[config.mk]
export PLATFORM = sky130hd
export DESIGN_NAME = multi_slot_tick_timer_table_top
export DESIGN_NICKNAME = d
export VERILOG_FILES = /design/src/hw/rtl/mstt_pkg.sv /design/src/hw/rtl/mstt_seq.sv /design/src/hw/rtl/mstt_dp.sv /design/src/hw/rtl/multi_slot_tick_timer_table_top.sv
export SDC_FILE = /design/constraint.sdc
export NUM_CORES = 2
export LEC_CHECK = 0
export BUFFER_PORTS_ARGS = -buffer_cell sky130_fd_sc_hd__buf_2
export CAP_MARGIN = 30
export CORE_MARGIN = 5
export CORE_UTILIZATION = 40
export DETAILED_ROUTE_END_ITERATION = 7
export PLACE_DENSITY = 0.67
export REMOVE_ABC_BUFFERS = 1
export SLEW_MARGIN = 15
export SYNTH_ARGS = -nofsm -noshare
export SYNTH_HDL_FRONTEND = slang
export SYNTH_SLANG_ARGS = --single-unit
export TNS_END_PERCENT = 5
[constraint.sdc]
create_clock -name i_clk -period 19.38 [get_ports i_clk]
set_clock_uncertainty 0.05 [all_clocks]
set_input_delay 5.814 -clock i_clk [delete_from_list [all_inputs] [get_ports i_clk]]
set_output_delay 5.814 -clock i_clk [all_outputs]
set_load 0.005 [all_outputs]
[src/hw/rtl/mstt_pkg.sv]
package mstt_pkg;

    // Default table size and the cap on fired results per service transaction
    localparam int SLOT_COUNT_DEF = 16;
    localparam int MAX_RESULTS    = 16;
    localparam int CNT_W          = $clog2(MAX_RESULTS + 1);

    // Input operation codes
    localparam logic [2:0] OP_TICK      = 3'd0;
    localparam logic [2:0] OP_START_PER = 3'd1;
    localparam logic [2:0] OP_START_ONE = 3'd2;
    localparam logic [2:0] OP_CLEAR     = 3'd3;
    localparam logic [2:0] OP_SERVICE   = 3'd4;

    // Result kinds
    localparam logic [1:0] KIND_START = 2'd0;
    localparam logic [1:0] KIND_CLEAR = 2'd1;
    localparam logic [1:0] KIND_FIRED = 2'd2;

    // Result status codes
    localparam logic ST_OK   = 1'b0;
    localparam logic ST_FAIL = 1'b1;

    // Microprogram step addresses
    typedef enum logic [3:0] {
        U_IDLE,
        U_TRD,
        U_TEV,
        U_SRD,
        U_SEV,
        U_ACK,
        U_CRD,
        U_CEV,
        U_VRD,
        U_VEV,
        U_STASH,
        U_VNX,
        U_FLUSH
    } t_upc;

    // Wait qualifiers: hold the step until the output side can take a transaction
    typedef enum logic [1:0] {
        W_NONE,
        W_OUT,
        W_HELD
    } t_wait;

    // Datapath actions
    typedef enum logic [3:0] {
        A_NONE,
        A_LOAD,
        A_TICK,
        A_ALLOC,
        A_CHK,
        A_CLEAR,
        A_SERV,
        A_STASH,
        A_INC,
        A_ACK,
        A_FLUSH
    } t_act;

    // Branch conditions
    typedef enum logic [2:0] {
        C_ALWAYS,
        C_DISPATCH,
        C_LAST,
        C_FOUND,
        C_OOR,
        C_REPORT,
        C_FULL
    } t_cond;

    // One control word of the microprogram
    typedef struct packed {
        logic  in_rdy;
        logic  rd;
        t_wait wt;
        t_act  act;
        t_cond cond;
        t_upc  jt;
        t_upc  jf;
    } t_cw;

    // Datapath flags seen by the sequencer
    typedef struct packed {
        logic last;
        logic found;
        logic oor;
        logic report;
        logic full;
        logic out_free;
        logic held_vld;
    } t_stat;

    // One slot of the timer table
    typedef struct packed {
        logic [31:0] reload;
        logic [31:0] remain;
        logic [7:0]  pend;
        logic [7:0]  hnd;
        logic [15:0] arg;
    } t_slot;

    // Microprogram ROM
    function automatic t_cw ucode(input t_upc pc);
        t_cw cw;
        begin
            cw = '{in_rdy: 1'b0, rd: 1'b0, wt: W_NONE, act: A_NONE,
                   cond: C_ALWAYS, jt: U_IDLE, jf: U_IDLE};
            case (pc)
                U_IDLE: begin
                    cw.in_rdy = 1'b1;
                    cw.act    = A_LOAD;
                    cw.cond   = C_DISPATCH;
                    cw.jf     = U_IDLE;
                end
                U_TRD: begin
                    cw.rd = 1'b1;
                    cw.jt = U_TEV;
                end
                U_TEV: begin
                    cw.act  = A_TICK;
                    cw.cond = C_LAST;
                    cw.jt   = U_IDLE;
                    cw.jf   = U_TRD;
                end
                U_SRD: begin
                    cw.rd = 1'b1;
                    cw.jt = U_SEV;
                end
                U_SEV: begin
                    cw.act  = A_ALLOC;
                    cw.cond = C_FOUND;
                    cw.jt   = U_ACK;
                    cw.jf   = U_SRD;
                end
                U_ACK: begin
                    cw.wt  = W_OUT;
                    cw.act = A_ACK;
                    cw.jt  = U_IDLE;
                end
                U_CRD: begin
                    cw.rd   = 1'b1;
                    cw.act  = A_CHK;
                    cw.cond = C_OOR;
                    cw.jt   = U_ACK;
                    cw.jf   = U_CEV;
                end
                U_CEV: begin
                    cw.act = A_CLEAR;
                    cw.jt  = U_ACK;
                end
                U_VRD: begin
                    cw.rd = 1'b1;
                    cw.jt = U_VEV;
                end
                U_VEV: begin
                    cw.act  = A_SERV;
                    cw.cond = C_REPORT;
                    cw.jt   = U_STASH;
                    cw.jf   = U_VNX;
                end
                U_STASH: begin
                    cw.wt   = W_HELD;
                    cw.act  = A_STASH;
                    cw.cond = C_FULL;
                    cw.jt   = U_FLUSH;
                    cw.jf   = U_VNX;
                end
                U_VNX: begin
                    cw.act  = A_INC;
                    cw.cond = C_LAST;
                    cw.jt   = U_FLUSH;
                    cw.jf   = U_VRD;
                end
                U_FLUSH: begin
                    cw.wt  = W_HELD;
                    cw.act = A_FLUSH;
                    cw.jt  = U_IDLE;
                end
                default: begin
                    cw.jt = U_IDLE;
                end
            endcase
            return cw;
        end
    endfunction

    // Entry step of the routine for each operation; unknown codes stay idle
    function automatic t_upc op_entry(input logic [2:0] op);
        t_upc pc;
        begin
            case (op)
                OP_TICK:      pc = U_TRD;
                OP_START_PER: pc = U_SRD;
                OP_START_ONE: pc = U_SRD;
                OP_CLEAR:     pc = U_CRD;
                OP_SERVICE:   pc = U_VRD;
                default:      pc = U_IDLE;
            endcase
            return pc;
        end
    endfunction

endpackage

[src/hw/rtl/mstt_seq.sv]
module mstt_seq (
    input  logic              i_clk,
    input  logic              i_rst_n,
    input  logic              i_s_tvalid,
    input  logic [2:0]        i_op,
    input  mstt_pkg::t_stat   i_stat,
    output logic              o_s_tready,
    output mstt_pkg::t_cw     o_cw
);

    mstt_pkg::t_upc r_upc;
    mstt_pkg::t_upc n_upc;
    mstt_pkg::t_cw  rom_cw;
    logic           stall;

    // Fetch the control word of the current step
    assign rom_cw = mstt_pkg::ucode(r_upc);

    // Hold the step while the output side cannot take a transaction
    always_comb begin
        stall = 1'b0;
        case (rom_cw.wt)
            mstt_pkg::W_OUT:  stall = !i_stat.out_free;
            mstt_pkg::W_HELD: stall = i_stat.held_vld && !i_stat.out_free;
            default:          stall = 1'b0;
        endcase
    end

    // Next step: conditional jump between the two targets of the word
    always_comb begin
        n_upc = r_upc;
        if (!stall) begin
            case (rom_cw.cond)
                mstt_pkg::C_ALWAYS:   n_upc = rom_cw.jt;
                mstt_pkg::C_DISPATCH: n_upc = i_s_tvalid ? mstt_pkg::op_entry(i_op)
                                                         : rom_cw.jf;
                mstt_pkg::C_LAST:     n_upc = i_stat.last   ? rom_cw.jt : rom_cw.jf;
                mstt_pkg::C_FOUND:    n_upc = i_stat.found  ? rom_cw.jt : rom_cw.jf;
                mstt_pkg::C_OOR:      n_upc = i_stat.oor    ? rom_cw.jt : rom_cw.jf;
                mstt_pkg::C_REPORT:   n_upc = i_stat.report ? rom_cw.jt : rom_cw.jf;
                mstt_pkg::C_FULL:     n_upc = i_stat.full   ? rom_cw.jt : rom_cw.jf;
                default:              n_upc = mstt_pkg::U_IDLE;
            endcase
        end
    end

    // Drop the action of a stalled step or of an idle step with no transaction
    always_comb begin
        o_cw       = rom_cw;
        o_s_tready = rom_cw.in_rdy;
        if (stall) begin
            o_cw.act = mstt_pkg::A_NONE;
        end
        if (rom_cw.act == mstt_pkg::A_LOAD && !i_s_tvalid) begin
            o_cw.act = mstt_pkg::A_NONE;
        end
    end

    // Step counter
    always_ff @(posedge i_clk) begin
        if (!i_rst_n) begin
            r_upc <= mstt_pkg::U_IDLE;
        end else begin
            r_upc <= n_upc;
        end
    end

endmodule

[src/hw/rtl/mstt_dp.sv]
module mstt_dp #(
    parameter int SLOT_COUNT = mstt_pkg::SLOT_COUNT_DEF
) (
    input  logic              i_clk,
    input  logic              i_rst_n,
    input  mstt_pkg::t_cw     i_cw,
    input  logic [63:0]       i_s_tdata,
    input  logic [2:0]        i_s_tuser,
    input  logic              i_m_tready,
    output mstt_pkg::t_stat   o_stat,
    output logic              o_m_tvalid,
    output logic [31:0]       o_m_tdata,
    output logic [2:0]        o_m_tuser,
    output logic              o_m_tlast
);

    localparam int IW = (SLOT_COUNT > 1) ? $clog2(SLOT_COUNT) : 1;

    // Latched transaction
    logic [2:0]  r_op;
    logic [31:0] r_period;
    logic [7:0]  r_hnd;
    logic [15:0] r_arg;
    logic        r_oor;

    // Walk state
    logic [IW-1:0]              r_idx;
    logic [IW-1:0]              n_idx;
    logic [mstt_pkg::CNT_W-1:0] r_cnt;
    logic [mstt_pkg::CNT_W-1:0] n_cnt;

    // Slot table with a valid bit per entry; an entry never written reads as zero
    mstt_pkg::t_slot       mem [SLOT_COUNT];
    logic [SLOT_COUNT-1:0] r_vld;
    mstt_pkg::t_slot       r_rd_data;
    logic                  r_rd_vld;
    mstt_pkg::t_slot       ent;
    mstt_pkg::t_slot       wr_data;
    logic                  wr_en;

    // Acknowledge and held fired result
    logic [1:0]  r_ack_kind;
    logic        r_ack_status;
    logic [3:0]  r_ack_slot;
    logic [3:0]  r_held_slot;
    logic [7:0]  r_held_hnd;
    logic [15:0] r_held_arg;
    logic        r_held_vld;
    logic        n_held_vld;

    // Output register
    logic        r_m_valid;
    logic        n_m_valid;
    logic [1:0]  r_m_kind;
    logic        r_m_status;
    logic [3:0]  r_m_slot;
    logic [7:0]  r_m_hnd;
    logic [15:0] r_m_arg;
    logic        r_m_last;

    logic        ent_idle;
    logic        idx_last;
    logic        in_oor;
    logic [31:0] rem_dec;
    logic        out_free;
    logic        push_ack;
    logic        push_held;

    // Slot flags
    assign ent      = r_rd_vld ? r_rd_data : '0;
    assign ent_idle = (ent.reload == 32'd0) && (ent.remain == 32'd0);
    assign idx_last = (r_idx == IW'(SLOT_COUNT - 1));
    assign in_oor   = ({1'b0, i_s_tdata[7:0]} >= 9'(SLOT_COUNT));
    assign rem_dec  = (ent.remain != 32'd0) ? (ent.remain - 32'd1) : 32'd0;
    assign out_free = !r_m_valid || i_m_tready;

    assign push_ack  = (i_cw.act == mstt_pkg::A_ACK);
    assign push_held = ((i_cw.act == mstt_pkg::A_STASH) || (i_cw.act == mstt_pkg::A_FLUSH))
                       && r_held_vld;

    // Status to the sequencer
    always_comb begin
        o_stat.last     = idx_last;
        o_stat.found    = ent_idle || idx_last;
        o_stat.oor      = r_oor;
        o_stat.report   = (ent.pend != 8'd0) && (ent.hnd != 8'd0);
        o_stat.full     = (r_cnt == mstt_pkg::CNT_W'(mstt_pkg::MAX_RESULTS - 1));
        o_stat.out_free = out_free;
        o_stat.held_vld = r_held_vld;
    end

    // Write-back value for the current slot
    always_comb begin
        wr_en   = 1'b0;
        wr_data = ent;
        case (i_cw.act)
            mstt_pkg::A_TICK: begin
                wr_en = !ent_idle;
                if (rem_dec == 32'd0) begin
                    wr_data.remain = ent.reload;
                    if (ent.pend != 8'hFF) begin
                        wr_data.pend = ent.pend + 8'd1;
                    end
                end else begin
                    wr_data.remain = rem_dec;
                end
            end
            mstt_pkg::A_ALLOC: begin
                wr_en          = ent_idle;
                wr_data.reload = (r_op == mstt_pkg::OP_START_PER) ? r_period : 32'd0;
                wr_data.remain = r_period;
                wr_data.hnd    = r_hnd;
                wr_data.arg    = r_arg;
            end
            mstt_pkg::A_CLEAR: begin
                wr_en          = 1'b1;
                wr_data.reload = 32'd0;
                wr_data.remain = 32'd0;
                wr_data.hnd    = 8'd0;
                wr_data.arg    = 16'd0;
            end
            mstt_pkg::A_SERV: begin
                wr_en        = (ent.pend != 8'd0);
                wr_data.pend = ent.pend - 8'd1;
            end
            default: begin
                wr_en = 1'b0;
            end
        endcase
    end

    // Advance the slot index and result count
    always_comb begin
        n_idx = r_idx;
        n_cnt = r_cnt;
        case (i_cw.act)
            mstt_pkg::A_LOAD: begin
                n_cnt = '0;
                if (i_s_tuser == mstt_pkg::OP_CLEAR && !in_oor) begin
                    n_idx = i_s_tdata[IW-1:0];
                end else begin
                    n_idx = '0;
                end
            end
            mstt_pkg::A_TICK, mstt_pkg::A_INC: begin
                if (!idx_last) begin
                    n_idx = r_idx + 1'b1;
                end
            end
            mstt_pkg::A_ALLOC: begin
                if (!ent_idle && !idx_last) begin
                    n_idx = r_idx + 1'b1;
                end
            end
            mstt_pkg::A_STASH: begin
                n_cnt = r_cnt + 1'b1;
            end
            default: begin
                n_idx = r_idx;
            end
        endcase
    end

    // Held result and output register occupancy
    always_comb begin
        n_held_vld = r_held_vld;
        case (i_cw.act)
            mstt_pkg::A_LOAD:  n_held_vld = 1'b0;
            mstt_pkg::A_STASH: n_held_vld = 1'b1;
            mstt_pkg::A_FLUSH: n_held_vld = 1'b0;
            default:           n_held_vld = r_held_vld;
        endcase
        if (push_ack || push_held) begin
            n_m_valid = 1'b1;
        end else if (i_m_tready) begin
            n_m_valid = 1'b0;
        end else begin
            n_m_valid = r_m_valid;
        end
    end

    // Control registers
    always_ff @(posedge i_clk) begin
        if (!i_rst_n) begin
            r_idx      <= '0;
            r_cnt      <= '0;
            r_held_vld <= 1'b0;
            r_m_valid  <= 1'b0;
            r_rd_vld   <= 1'b0;
            r_vld      <= '0;
        end else begin
            r_idx      <= n_idx;
            r_cnt      <= n_cnt;
            r_held_vld <= n_held_vld;
            r_m_valid  <= n_m_valid;
            if (i_cw.rd) begin
                r_rd_vld <= r_vld[r_idx];
            end
            if (wr_en) begin
                r_vld[r_idx] <= 1'b1;
            end
        end
    end

    // Table write and registered read
    always_ff @(posedge i_clk) begin
        if (wr_en) begin
            mem[r_idx] <= wr_data;
        end
        if (i_cw.rd) begin
            r_rd_data <= mem[r_idx];
        end
    end

    // Latch the transaction fields, the acknowledge and the held result
    always_ff @(posedge i_clk) begin
        if (i_cw.act == mstt_pkg::A_LOAD) begin
            r_op     <= i_s_tuser;
            r_period <= i_s_tdata[39:8];
            r_hnd    <= i_s_tdata[47:40];
            r_arg    <= i_s_tdata[63:48];
            r_oor    <= in_oor;
        end
        if (i_cw.act == mstt_pkg::A_ALLOC) begin
            r_ack_kind   <= mstt_pkg::KIND_START;
            r_ack_status <= ent_idle ? mstt_pkg::ST_OK : mstt_pkg::ST_FAIL;
            r_ack_slot   <= ent_idle ? 4'(r_idx) : 4'd0;
        end
        if (i_cw.act == mstt_pkg::A_CHK) begin
            r_ack_kind   <= mstt_pkg::KIND_CLEAR;
            r_ack_status <= r_oor ? mstt_pkg::ST_FAIL : mstt_pkg::ST_OK;
            r_ack_slot   <= r_oor ? 4'd0 : 4'(r_idx);
        end
        if (i_cw.act == mstt_pkg::A_STASH) begin
            r_held_slot <= 4'(r_idx);
            r_held_hnd  <= ent.hnd;
            r_held_arg  <= ent.arg;
        end
    end

    // Load the output register
    always_ff @(posedge i_clk) begin
        if (push_ack) begin
            r_m_kind   <= r_ack_kind;
            r_m_status <= r_ack_status;
            r_m_slot   <= r_ack_slot;
            r_m_hnd    <= 8'd0;
            r_m_arg    <= 16'd0;
            r_m_last   <= 1'b1;
        end else if (push_held) begin
            r_m_kind   <= mstt_pkg::KIND_FIRED;
            r_m_status <= mstt_pkg::ST_OK;
            r_m_slot   <= r_held_slot;
            r_m_hnd    <= r_held_hnd;
            r_m_arg    <= r_held_arg;
            r_m_last   <= (i_cw.act == mstt_pkg::A_FLUSH);
        end
    end

    assign o_m_tvalid = r_m_valid;
    assign o_m_tdata  = {4'd0, r_m_arg, r_m_hnd, r_m_slot};
    assign o_m_tuser  = {r_m_status, r_m_kind};
    assign o_m_tlast  = r_m_last;

endmodule

[src/hw/rtl/multi_slot_tick_timer_table_top.sv]
// Table of software-style timer slots driven by a small microprogram.
// Slave channel: one transaction per command. tuser carries the operation
// (tick, start periodic, start one-shot, clear, service); tdata carries slot,
// period, handler id and handler argument.
// Master channel: acknowledges for start and clear (one transaction each, tlast
// high) and one transaction per fired slot on service, tlast on the final one.
// A tick or an ignored operation gives no transaction.
// Steps, on the single table port: a tick reads and updates each slot in turn;
// a start reads and checks slots until a free one or the last, then acknowledges;
// a clear reads the named slot, clears it unless the id is out of range, and
// acknowledges; a service reads, updates and advances past each slot, with a further
// step per reported slot. A master holding tready low stalls the hand-over steps.
// One command is worked on at a time; tready rises again when the routine
// for the previous command has handed its last result to the output register.
// A stalled receiver holds the output register; the walk waits only when it has
// a further result to hand over. Reset empties every slot (all fields zero),
// drops any pending output and returns the sequencer to its idle step.
module multi_slot_tick_timer_table_top #(
    parameter int SLOT_COUNT = mstt_pkg::SLOT_COUNT_DEF
) (
    input  logic        i_clk,
    input  logic        i_rst_n,
    input  logic        i_s_tvalid,
    output logic        o_s_tready,
    input  logic [63:0] i_s_tdata,   // slot[7:0], period[39:8], handler_id[47:40],
                                     // handler_arg[63:48]
    input  logic [2:0]  i_s_tuser,   // op[2:0]
    output logic        o_m_tvalid,
    input  logic        i_m_tready,
    output logic [31:0] o_m_tdata,   // slot_out[3:0], fired_handler[11:4],
                                     // fired_arg[27:12], zero[31:28]
    output logic [2:0]  o_m_tuser,   // kind[1:0], status[2]
    output logic        o_m_tlast    // last
);

    mstt_pkg::t_cw   cw;
    mstt_pkg::t_stat stat;

    // Step counter and control store
    mstt_seq u_seq (
        .i_clk      (i_clk),
        .i_rst_n    (i_rst_n),
        .i_s_tvalid (i_s_tvalid),
        .i_op       (i_s_tuser),
        .i_stat     (stat),
        .o_s_tready (o_s_tready),
        .o_cw       (cw)
    );

    // Slot table, arithmetic and output register
    mstt_dp #(
        .SLOT_COUNT (SLOT_COUNT)
    ) u_dp (
        .i_clk      (i_clk),
        .i_rst_n    (i_rst_n),
        .i_cw       (cw),
        .i_s_tdata  (i_s_tdata),
        .i_s_tuser  (i_s_tuser),
        .i_m_tready (i_m_tready),
        .o_stat     (stat),
        .o_m_tvalid (o_m_tvalid),
        .o_m_tdata  (o_m_tdata),
        .o_m_tuser  (o_m_tuser),
        .o_m_tlast  (o_m_tlast)
    );

endmodule

==> reports/metrics.cfg <==
[synth]
yosys_register_bits = 1790
synth_edf_count = 1732
synthCells = 3242
ys_top_cells_by_area = edfxtp_1 (75%), mux4_2 (16%), dfxtp_1 (1.7%)
synth_top_area_share_pct = 74.75
syn_area_um2 = 69580
synth_flop_cell = edfxtp_1
yosysUniqueCellTypes = 77
yosysWarnings = 0
synth_seq_area_share_pct = 76.41
synth_area_per_cell_um2 = 21.46
yosysTopAreaCell = edfxtp_1
synthArstFlopShare_pct = 0

[sta]
hold_viol_final = 0
setup_viol = 0
drv_slew = 0
tightest_slew_ns = 1.013
fmax_mhz = 100.6
rsz0062_at_grt = false
finalCriticalPeriod_ns = 9.937
finalCritPeriodShare_pct = 51.27
slew_headroom_pct = 32.01

[die]
die_h_um = 427.1
die_x_um = 427.1
start_util_pct = 40.12
coreArea_um2 = 173400
io_pins = 109
rows = 153
die-area_um2 = 182400

[clock_tree]
numCtsBuffers = 166
postCtsHoldBufs = 0
htreeDepth = 4
root_buffer = clkbuf_16
insertion_delay_ns = 0.79
clk_pin_slew_worst_paths_ns = 0.06
cts_tree = built
post_cts_buffers = 0
clkSinkCount = 1790
clk_path_buf_depth = 3
cts_resized = 0

[power]
leakagePower_nw = 22.24
ir_drop_mv = 0.08771
power_mw = 8.406
powerDensity_nw_per_um2 = 106.8

[global_route]
track_usage_pct = 18.38
grt_overflow = 0
antenna_found_initial = 8
busiest_layer = met2
use_met3_pct = 2.930
grt_max_degree = 134
grt_first_pass_wirelength_um = 244500
grt_pass1_vias = 34510
use_met1_pct = 25.52
grt_use_met2_pct = 30.36

[final_layout]
syn2layout_area_growth_pct = 13.10
post-route-util_pct = 45.38
finalNetCount = 3511
stdcell_area_um2 = 78700
fillerInstances = 14400
stdcell_count = 5890
antenna_cells = 0
drive_gt1_share_pct = 26.98

[route]
wl_um = 168200
drc = 0
drt_iter0_drc = 4306
wire_per_inst_um = 28.55
routed_via_density = 5.851
postRouteAntennaNets = 0
first_pass_iters = 6
vias = 34460

[placement]
place_congestion = 0.8231
hpwl_um = 92560
portBuffers = 104
placedCellCount = 5564
dpl_cell_area_um2 = 73150

[critical_path]
r2r_setup_slack_ns = 12.72
cp_max_fo = 36
worst_ep_arrival_time_ns = 10.29
start_kind = input pin
cp-end-kind = flip-flop
critical_path_class = in2reg
cp_data_required_time_ns = 19.73

[run]
maxCapViolCount = 0

[min_path]
hold_class = reg2reg

[run_status]
status = finished, final reports clean

==> synthesized netlist by cell type, drive strengths merged, types with 5 or more instances <==
library cell and number:
ha 12, nor3 25, buf 59, or3 12, or4 16, and2 45
o21ai 58, xor2 6, xnor2 5, a31oi 12, edfxtp 1732, nand3 30
nand4 15, mux4 485, o21a 16, and3 8, a22o 59, dfxtp 58
o211ai 9, a21oi 61, o221ai 5, mux2 6, a211oi 10, nor4 31
nand2b 7, nand2 127, o31ai 5, a222oi 23, clkbuf 124, inv 50
a22oi 6, nor2 61
==> critical path, cell delays in order <==
cell and delay [ns]:
buf_2 0.07, nand2b_1 0.21, nor3_1 0.09, buf_4 0.19, a31oi_1 0.63, nand2_1 0.21, a211oi_1 0.35, a211oi_1 0.19
nor3_1 0.43, and2_4 0.57, buf_4 0.67, buf_4 0.76
==> report_power, final <==
group,switching [mW],internal (mW)
registers,0.134,4.32
clock network,1.39,1.81
logic,0.390,0.360
total,1.92,6.49
==> worst paths after layout <==
| path | from | endpoint | depth (start not counted) |
|---|---|---|---|
| min | u_dp.r_m_hnd[7] | u_dp.r_m_hnd[7] | 2 |
| min reg2reg | u_dp.r_m_hnd[7] | u_dp.r_m_hnd[7] | 2 |
| max reg2reg | u_dp.r_rd_data[52] | u_dp.mem[1][12] | 10 |
| max | i_m_tready | u_dp.mem[1][12] | 12 |
==> sequential cells by signal (all words and copies together), names as in the netlist, 2 cells and up <==
signal and flops:
u_dp.mem 1536, u_dp.r_rd_data 96, u_dp.r_period 32, u_dp.r_arg 16, u_dp.r_held_arg 16, u_dp.r_m_arg 16, u_dp.r_vld 16, u_dp.r_held_hnd 8
u_dp.r_hnd 8, u_dp.r_m_hnd 8, u_dp.r_cnt 5, u_dp.r_ack_slot 4, u_dp.r_held_slot 4, u_dp.r_idx 4, u_dp.r_m_slot 4, u_seq.r_upc 4
u_dp.r_op 3, u_dp.r_m_kind 2
==> cells by family after synthesis <==
logic type | after synthesis | share of synthesized area, %
compound gates | 303 | 3.136
other cells | 1 | 0.005389
simple gates | 398 | 2.949
fa+ha+maj | 12 | 0.2158
mux | 494 | 15.84
xor+xnor | 11 | 0.1385
flops | 1790 | 76.41
buf+inv | 233 | 1.304
==> layer usage <==
layer	wire (um)	share of wire [%]
met1	67680	40
met3	12820	7.6
met2	83790	50
met5	0	0
met4	3884	2.3
==> area by class of cell <==
type	instances	area (um^2)	share of cell area [%]
clock inverters	85	794.5	1.010
clock buffers	220	4494	5.711
flip-flops and latches	1790	53190	67.58
inverters	50	190.2	0.2416
repair buffers	198	1510	1.919
well taps	2325	2909	3.696
multi-input cells	1222	15610	19.84
==> cell usage in the layout (no fill, tap or decap), drive strengths merged, types with 23 or more instances in the layout <==
cell type	count
edfxtp	1732
mux4	485
clkbuf	224
buf	193
nand2	127
clkinv	64
a21oi	61
nor2	61
a22o	59
dfxtp	58
o21ai	58
inv	56
and2	45
nor4	31
nand3	30
nor3	25
a222oi	23
==> stage by stage <==
step / hold slack, ns / setup TNS, ns / setup WS, ns
2_1_floorplan: 0.3729 / -272.23 / -2.433
3_3_place_gp: 0.3886 / 0 / 8.697
3_5_place_dp: 0.3937 / 0 / 8.599
4_1_cts: 0.4022 / 0 / 9.427
5_1_grt: 0.4158 / 0 / 9.069
6_report: 0.3999 / 0 / 9.443
Power figures use the tool's default switching activity.
